===== src/design/pmx_pkg.sv =====
package pmx_pkg;

	localparam int MAX_CITIES = 64;
	localparam int CITY_W     = $clog2(MAX_CITIES);
	localparam int CNT_W      = CITY_W + 1;
	localparam int STEP_W     = 3;

	typedef logic [CITY_W-1:0] city_t;
	typedef logic [CNT_W-1:0]  count_t;
	typedef logic [STEP_W-1:0] step_t;

	// jump conditions of the microprogram
	typedef enum logic [2:0] {
		C_NEVER,
		C_ALWAYS,
		C_LOAD_MORE,
		C_IN_SEG,
		C_CHASE_DONE,
		C_OUT_BUSY,
		C_MORE_POS
	} cond_t;

	// program steps
	localparam step_t S_LOAD   = 3'd0;
	localparam step_t S_RD_POS = 3'd1;
	localparam step_t S_CHK    = 3'd2;
	localparam step_t S_HOP    = 3'd3;
	localparam step_t S_HOP_W  = 3'd4;
	localparam step_t S_OUT    = 3'd5;
	localparam step_t S_NEXT   = 3'd6;
	localparam step_t S_RET    = 3'd7;

	// one control word
	typedef struct packed {
		logic  take_in;
		logic  rd_pos;
		logic  chk;
		logic  hop;
		logic  hop_w;
		logic  emit;
		logic  advance;
		cond_t cond;
		step_t target;
	} uword_t;

	// datapath status seen by the sequencer
	typedef struct packed {
		logic load_more;
		logic in_seg;
		logic chase_done;
		logic out_busy;
		logic more_pos;
	} cond_flags_t;

	// microprogram ROM
	function automatic uword_t ucode(step_t s);
		uword_t w;
		w = '0;
		w.cond = C_NEVER;
		w.target = S_LOAD;
		case (s)
			S_LOAD: begin
				w.take_in = 1'b1;
				w.cond    = C_LOAD_MORE;
				w.target  = S_LOAD;
			end
			S_RD_POS: begin
				w.rd_pos = 1'b1;
			end
			S_CHK: begin
				w.chk    = 1'b1;
				w.cond   = C_IN_SEG;
				w.target = S_OUT;
			end
			S_HOP: begin
				w.hop    = 1'b1;
				w.cond   = C_CHASE_DONE;
				w.target = S_OUT;
			end
			S_HOP_W: begin
				w.hop_w  = 1'b1;
				w.cond   = C_ALWAYS;
				w.target = S_HOP;
			end
			S_OUT: begin
				w.emit   = 1'b1;
				w.cond   = C_OUT_BUSY;
				w.target = S_OUT;
			end
			S_NEXT: begin
				w.advance = 1'b1;
				w.cond    = C_MORE_POS;
				w.target  = S_RD_POS;
			end
			S_RET: begin
				w.cond   = C_ALWAYS;
				w.target = S_LOAD;
			end
			default: begin
				w.cond   = C_ALWAYS;
				w.target = S_LOAD;
			end
		endcase
		return w;
	endfunction

endpackage


===== src/design/partially_mapped_crossover_top.sv =====
// PMX crossover of two city permutations. Feed one item per position, in
// position order from 0; the cut bounds are taken from the first item of a
// set, clamped to count - 1 and put in order. Loading takes one item per
// cycle. Once city_count items are in, input stalls and the child is sent
// in position order, last position marked. Emission is run by a small
// microprogram over single-port store memories with registered reads: a
// position is read and checked against the segment, one outside it then
// follows the map (at most 64 hops), and a closing step ends the set. The
// map marks are cleared in the cycle the first item of a set is taken, so
// there is no clearing pass after reset. city_count may only be written
// while the block is idle; a value below 2 acts as 2, above 64 as 64.
module partially_mapped_crossover_top (
	input  logic                 clk,
	input  logic                 arst_n,
	input  logic                 cfg_valid,
	output logic                 cfg_ready,
	input  pmx_pkg::count_t      cfg_city_count,
	input  logic                 in_valid,
	output logic                 in_stall,
	input  pmx_pkg::city_t       first_parent_city,
	input  pmx_pkg::city_t       second_parent_city,
	input  pmx_pkg::city_t       cut_start,
	input  pmx_pkg::city_t       cut_end,
	output logic                 out_valid,
	input  logic                 out_stall,
	output pmx_pkg::city_t       child_city,
	output logic                 last_child
);
	import pmx_pkg::*;

	uword_t      uw;
	cond_flags_t flags;

	count_t city_count_q;
	count_t n_eff;
	city_t  n_m1;

	count_t load_pos_q;
	city_t  seg_lo_q, seg_hi_q;
	city_t  cut_a, cut_b, lo_cur, hi_cur;
	logic   first_item, in_fire, last_in, load_in_seg;
	logic [MAX_CITIES-1:0] map_valid_q;
	logic [MAX_CITIES-1:0] map_set;

	// stores: position store holds both parents, map store is keyed by city
	logic [2*CITY_W-1:0] pos_mem [MAX_CITIES];
	city_t               map_mem [MAX_CITIES];
	logic [2*CITY_W-1:0] pos_rd_q;
	city_t               map_rd_q;

	city_t  idx_q, city_q;
	count_t hops_q;
	city_t  rd_p1, rd_p2;
	logic   emit_in_seg, out_free;

	logic   out_valid_q, last_q;
	city_t  child_q;

	pmx_seq u_seq (
		.clk    (clk),
		.arst_n (arst_n),
		.flags  (flags),
		.uw     (uw)
	);

	// configuration register
	assign cfg_ready = 1'b1;

	always_ff @(posedge clk or negedge arst_n) begin
		if (!arst_n) begin
			city_count_q <= count_t'(MAX_CITIES);
		end else if (cfg_valid && cfg_ready) begin
			city_count_q <= cfg_city_count;
		end
	end

	// effective count, clamped to 2..MAX_CITIES
	always_comb begin
		if (city_count_q < count_t'(2))
			n_eff = count_t'(2);
		else if (city_count_q > count_t'(MAX_CITIES))
			n_eff = count_t'(MAX_CITIES);
		else
			n_eff = city_count_q;
	end
	assign n_m1 = city_t'(n_eff - 1'b1);

	// cut bounds: saturate then order
	always_comb begin
		cut_a = (cut_start > n_m1) ? n_m1 : cut_start;
		cut_b = (cut_end > n_m1) ? n_m1 : cut_end;
		first_item = (load_pos_q == '0);
		if (first_item) begin
			lo_cur = (cut_a > cut_b) ? cut_b : cut_a;
			hi_cur = (cut_a > cut_b) ? cut_a : cut_b;
		end else begin
			lo_cur = seg_lo_q;
			hi_cur = seg_hi_q;
		end
	end

	assign in_stall    = !uw.take_in;
	assign in_fire     = in_valid && !in_stall;
	assign last_in     = (count_t'(load_pos_q + 1'b1) >= n_eff);
	assign load_in_seg = (load_pos_q[CITY_W-1:0] >= lo_cur) &&
	                     (load_pos_q[CITY_W-1:0] <= hi_cur);

	// mark for the segment city of this transfer
	assign map_set = load_in_seg ?
	                 ({{(MAX_CITIES-1){1'b0}}, 1'b1} << second_parent_city) : '0;

	// load control; map marks restart on the first item of a set
	always_ff @(posedge clk or negedge arst_n) begin
		if (!arst_n) begin
			load_pos_q  <= '0;
			seg_lo_q    <= '0;
			seg_hi_q    <= '0;
			map_valid_q <= '0;
		end else if (in_fire) begin
			load_pos_q  <= last_in ? '0 : count_t'(load_pos_q + 1'b1);
			seg_lo_q    <= lo_cur;
			seg_hi_q    <= hi_cur;
			map_valid_q <= (first_item ? '0 : map_valid_q) | map_set;
		end
	end

	// position store
	always_ff @(posedge clk) begin
		if (in_fire) begin
			pos_mem[load_pos_q[CITY_W-1:0]] <= {first_parent_city, second_parent_city};
		end
		if (uw.rd_pos) begin
			pos_rd_q <= pos_mem[idx_q];
		end
	end

	// map store: second parent city -> first parent city
	always_ff @(posedge clk) begin
		if (in_fire && load_in_seg) begin
			map_mem[second_parent_city] <= first_parent_city;
		end
		if (uw.hop && !flags.chase_done) begin
			map_rd_q <= map_mem[city_q];
		end
	end

	assign rd_p1       = pos_rd_q[2*CITY_W-1:CITY_W];
	assign rd_p2       = pos_rd_q[CITY_W-1:0];
	assign emit_in_seg = (idx_q >= seg_lo_q) && (idx_q <= seg_hi_q);
	assign out_free    = !out_valid_q || !out_stall;

	// status for the sequencer
	always_comb begin
		flags.load_more  = !(in_fire && last_in);
		flags.in_seg     = emit_in_seg;
		flags.chase_done = !map_valid_q[city_q] || (hops_q == count_t'(MAX_CITIES));
		flags.out_busy   = !out_free;
		flags.more_pos   = (idx_q != n_m1);
	end

	// emission datapath
	always_ff @(posedge clk or negedge arst_n) begin
		if (!arst_n) begin
			idx_q <= '0;
		end else if (uw.advance) begin
			idx_q <= flags.more_pos ? city_t'(idx_q + 1'b1) : '0;
		end
	end

	always_ff @(posedge clk) begin
		if (uw.chk) begin
			city_q <= emit_in_seg ? rd_p2 : rd_p1;
			hops_q <= '0;
		end else if (uw.hop && !flags.chase_done) begin
			hops_q <= count_t'(hops_q + 1'b1);
		end else if (uw.hop_w) begin
			city_q <= map_rd_q;
		end
	end

	// output register
	always_ff @(posedge clk or negedge arst_n) begin
		if (!arst_n) begin
			out_valid_q <= 1'b0;
		end else if (uw.emit && out_free) begin
			out_valid_q <= 1'b1;
		end else if (!out_stall) begin
			out_valid_q <= 1'b0;
		end
	end

	always_ff @(posedge clk) begin
		if (uw.emit && out_free) begin
			child_q <= city_q;
			last_q  <= (idx_q == n_m1);
		end
	end

	assign out_valid  = out_valid_q;
	assign child_city = child_q;
	assign last_child = last_q;

endmodule


===== src/design/pmx_seq.sv =====
module pmx_seq (
	input  logic                clk,
	input  logic                arst_n,
	input  pmx_pkg::cond_flags_t flags,
	output pmx_pkg::uword_t     uw
);
	import pmx_pkg::*;

	step_t step_q;
	logic  jump;

	// control word of the current step
	assign uw = ucode(step_q);

	// condition select
	always_comb begin
		case (uw.cond)
			C_NEVER:      jump = 1'b0;
			C_ALWAYS:     jump = 1'b1;
			C_LOAD_MORE:  jump = flags.load_more;
			C_IN_SEG:     jump = flags.in_seg;
			C_CHASE_DONE: jump = flags.chase_done;
			C_OUT_BUSY:   jump = flags.out_busy;
			C_MORE_POS:   jump = flags.more_pos;
			default:      jump = 1'b1;
		endcase
	end

	// step counter
	always_ff @(posedge clk or negedge arst_n) begin
		if (!arst_n) begin
			step_q <= S_LOAD;
		end else begin
			step_q <= jump ? uw.target : step_t'(step_q + 1'b1);
		end
	end

endmodule


===== config.mk =====
export PLATFORM = sky130hd
export DESIGN_NAME = partially_mapped_crossover_top
export DESIGN_NICKNAME = d
export VERILOG_FILES = /design/src/design/pmx_pkg.sv /design/src/design/partially_mapped_crossover_top.sv /design/src/design/pmx_seq.sv
export SDC_FILE = /design/constraint.sdc
export NUM_CORES = 2
export LEC_CHECK = 0
export ABC_AREA = 0
export BUFFER_PORTS_ARGS = -buffer_cell sky130_fd_sc_hd__buf_2
export CAP_MARGIN = 20
export CORE_ASPECT_RATIO = 0.8
export CORE_MARGIN = 1
export CORE_UTILIZATION = 55
export CTS_CLUSTER_SIZE = 20
export DETAILED_ROUTE_END_ITERATION = 12
export HOLD_SLACK_MARGIN = 0.08
export PLACE_DENSITY = 0.81
export SYNTH_ARGS = -nofsm -noshare
export SYNTH_HDL_FRONTEND = slang
export SYNTH_SLANG_ARGS = --single-unit
export TNS_END_PERCENT = 5

===== constraint.sdc =====
create_clock -name clk -period 11.3 [get_ports clk]
set_input_delay 0 -clock clk [delete_from_list [all_inputs] [get_ports clk]]
set_output_delay 0 -clock clk [all_outputs]
set_load 0.01 [all_outputs]

==> results_dict.tcl <==
set metrics [dict create \
    fp.dieW_um 348 \
    via_per_inst 6.78 \
    insertion_delay_ps 720 \
    synth_mux_area_frac 0.175 \
    startpoint_type "flip-flop" \
    slowest_delay_ps 810 \
    internal_power_uw 9000 \
    cp_slowest_cell "nor4_1" \
    grt_pass1_wl_um 191000 \
    synth_compound_area_frac 0.0344 \
    ys_warn_count 0 \
    grt_pass1_vias 27910 \
    min_period_ps 9100 \
    rsz0062_at_grt "false" \
    drt_iter0_drc 4381 \
    drt_wl_total_um 130000 \
    synthXorXnorAreaFrac 0.00266 \
    relSlewSlack 0.234 \
    power_frac_seq 0.436 \
    globalplace.congestion 0.933 \
    synth_edf_count 1183 \
    cp_max_fo 17 \
    ant_nets 0 \
    root_buffer "clkbuf_16" \
    leakagePower_uw 0.0196 \
    pwr_density_cell_mw_per_mm2 214 \
    syn_nets 2707 \
    initial_core_util 0.555 \
    critical_path_required_ps 11650 \
    clk_pin_slew_worst_paths_ps 70 \
    syn2layout_area_growth_pct 12.1 \
    slew_viol_final 0 \
    grt_start_max_net_pins 114 \
    synth_seq_cells 1290 \
    finalSetupViolations 0 \
    synth_fa_ha_area_frac 0.0132 \
    htree_levels 3 \
    dp.cells 3826 \
    seq_area_frac_synth 0.725 \
    wire_per_inst_um 31.7 \
    tightest_slew_ps 1150 \
    numCtsBuffers 116 \
    fmax_mhz 110 \
    dominantRegCellSynth "edfxtp_1" \
    clock_skew_ps 38.3 \
    switching_share 0.286 \
    final_layout_size_suffix_gt1_frac 0.261 \
    post-dp-hpwl_um 76600 \
    port_buffers 44 \
    syn_area_mm2 0.0526 \
    synth-simple-area-share 0.0351 \
    fin_crit_sh 0.805 \
    ioPinCount 46 \
    syn_avg_cell_area_um2 20.1 \
    ctsLongestPathBuffers 3 \
    maxCapViolCount 0 \
    power.switching_uw 3600 \
    dr.pass1.iters 8 \
    grt_usage 0.273 \
    final_nets 2865 \
    cts_resized 0 \
    clockPowerShare 0.317 \
    fin_cells 4115 \
    worstHoldPathCells 6 \
    synth_cell_types 82 \
    grt_antenna_before_repair 8 \
    die_y_um 279 \
    vias 27912 \
    yosys.area.top_type "edfxtp_1" \
    crit_type "reg -> reg" \
    postCtsSetupRepairBufs 0 \
    synth_top_family_by_area "multiplexers" \
    die_area_mm2 0.0969 \
    post-route-drc-count 0 \
    clock-sinks 1290 \
    cp-end-kind "flip-flop" \
    vdd_drop_max_uv 160 \
    netlist.area_leader.share 0.675 \
    p_comb_frac 0.247 \
    core_area_mm2 0.0948 \
    cts_tree "done" \
    ys_async_sr_fraction 0.0775 \
    grt_overflow 0 \
    fp-row-count 101 \
    hold_violations 0 \
    arrival_ps 9440 \
    synthTopCellsByArea "edfxtp_1 (68%), mux4_2 (17%), dfrtp_1 (4.7%)" \
    postSynthCellCount 2618 \
    reg2reg_depth 31 \
    status "completed" \
    hp-class "in -> reg" \
    setup_tns_ps 0 \
]
## per-layer routing
metal	GRT usage	wire length, µm
met2	0.417	60700
met3	0.0674	16200
met5	0	46
met1	0.394	49300
met4	0.0817	4170
## registers in the layout, indices dropped and copies added, names as in the netlist, 3 cells and up
name / flops
map_mem: 384
u_seq.step_q: 3
map_rd_q: 6
seg_lo_q: 6
seg_hi_q: 6
idx_q: 6
pos_mem: 768
hops_q: 7
child_city: 6
city_q: 6
map_valid_q: 64
city_count_q: 7
load_pos_q: 7
pos_rd_q: 12
## logic make-up (layout without fill, tap and decap cells)
family                     count (synthesis)  count (layout)
xor gates and xnor gates                  16              16
buffers and inverters                    187             447
adders and majority gates                 56              56
and+or+nand+nor                          401             401
DFF                                     1290            1290
muxes                                    421             421
other                                      1               2
AOI/OAI and AO/OA                        246             246
## final timing paths
kind | from | to | slack [ps]
setup / recovery | city_count_q[4]$_DFFE_PN0P_ | map_mem[10][4]$_DFFE_PP_ | 2200
hold / removal | cut_end[4] | seg_hi_q[4]$_DFFE_PN0P_ | 150
setup reg to reg | city_count_q[4]$_DFFE_PN0P_ | map_mem[10][4]$_DFFE_PP_ | 2200
hold reg to reg | map_valid_q[55]$_DFFE_PN0P_ | map_valid_q[55]$_DFFE_PN0P_ | 480
max in group asynchronous | arst_n | idx_q[3]$_DFFE_PN0P_ | 9810
min in group asynchronous | arst_n | map_valid_q[17]$_DFFE_PN0P_ | 390
## Yosys cell counts (9+ instances only)
library cell,instances
o21ai_0,41
a21o_1,80
buf_1,38
mux2i_1,17
inv_1,41
clkbuf_1,94
mux4_2,399
nand4_1,15
nand3_1,35
nand2_1,81
nor2_1,184
nor2b_1,17
edfxtp_1,1183
dfrtp_1,99
o211ai_1,10
o2111ai_1,9
ha_1,53
nor3_1,13
nand2b_1,14
a31oi_1,15
a21oi_1,25
## critical path: cells and delay by family, from the launching register on
family                   cells  cell delay (ps)
AO/OA/AOI/OAI               12             2890
adder cells (fa/ha/maj)      3              700
buffers and inverters        1              160
flip-flops                   1              500
AND/OR/NAND/NOR             15             4500
## power groups by stage
stage / Combinational (µW) / Sequential (µW) / Clock (µW)
final: 3110 / 5500 / 4000
after global routing: 3270 / 5510 / 4180
after CTS: 3080 / 5500 / 4020
after detailed placement: 3010 / 5600 / 0
after global placement: 2950 / 5590 / 0
after floorplan: 2180 / 5510 / 0
## area by class of cell
class | instances | area [µm²]
clock inverter | 61 | 673
timing repair buffer | 186 | 1540
inverter | 41 | 154
tap | 1236 | 1550
multi-input combinational | 1141 | 13700
clock buffer | 159 | 3180
antenna | 1 | 2.50
sequential | 1290 | 38200
fill | 6098 | 35800
## stage by stage
step	worst slack, ps	utilization	total power, µW	cell area, µm²	hold WS (ps)
CTS	2300	0.620	12600	58800	88.3
global route	1460	0.622	13000	59000	186
floorplan	3990	-	7690	52600	-296
detailed placement	2320	0.574	8610	54400	46.0
global placement	2390	0.573	8540	54300	41.6
finish	2200	0.622	12600	59000	149
## cells in the final DEF (no fill, tap or decap), drive strengths merged, types with 5 or more instances in the layout
master	netlist	routed
a31oi	15	15
and3	8	8
bufinv	0	10
edfxtp	1183	1183
dlygate4sd3	0	48
ha	53	53
mux2	5	5
o21ai	46	46
mux2i	17	17
nor2	186	186
buf	52	138
nand2	83	83
inv	41	47
mux4	399	399
a211oi	8	8
o2111ai	9	9
clkinv	0	38
xor2	8	8
nor3	15	15
nand4	15	15
nand2b	14	14
dfrtp	99	99
o31ai	6	6
a21o	80	80
clkbuf	94	159
a211o	7	7
clkinvlp	0	7
o21a	8	8
o211ai	12	12
nor2b	17	17
dfxtp	7	7
a21oi	25	25
nor4	8	8
nand3	35	35
xnor2	8	8
## timing repair
item,CTS,global route
endpoints found under the setup margin,0,0
hold buffers,49,0
hold endpoints to repair,529,0
(Power assumes the default switching activity.)
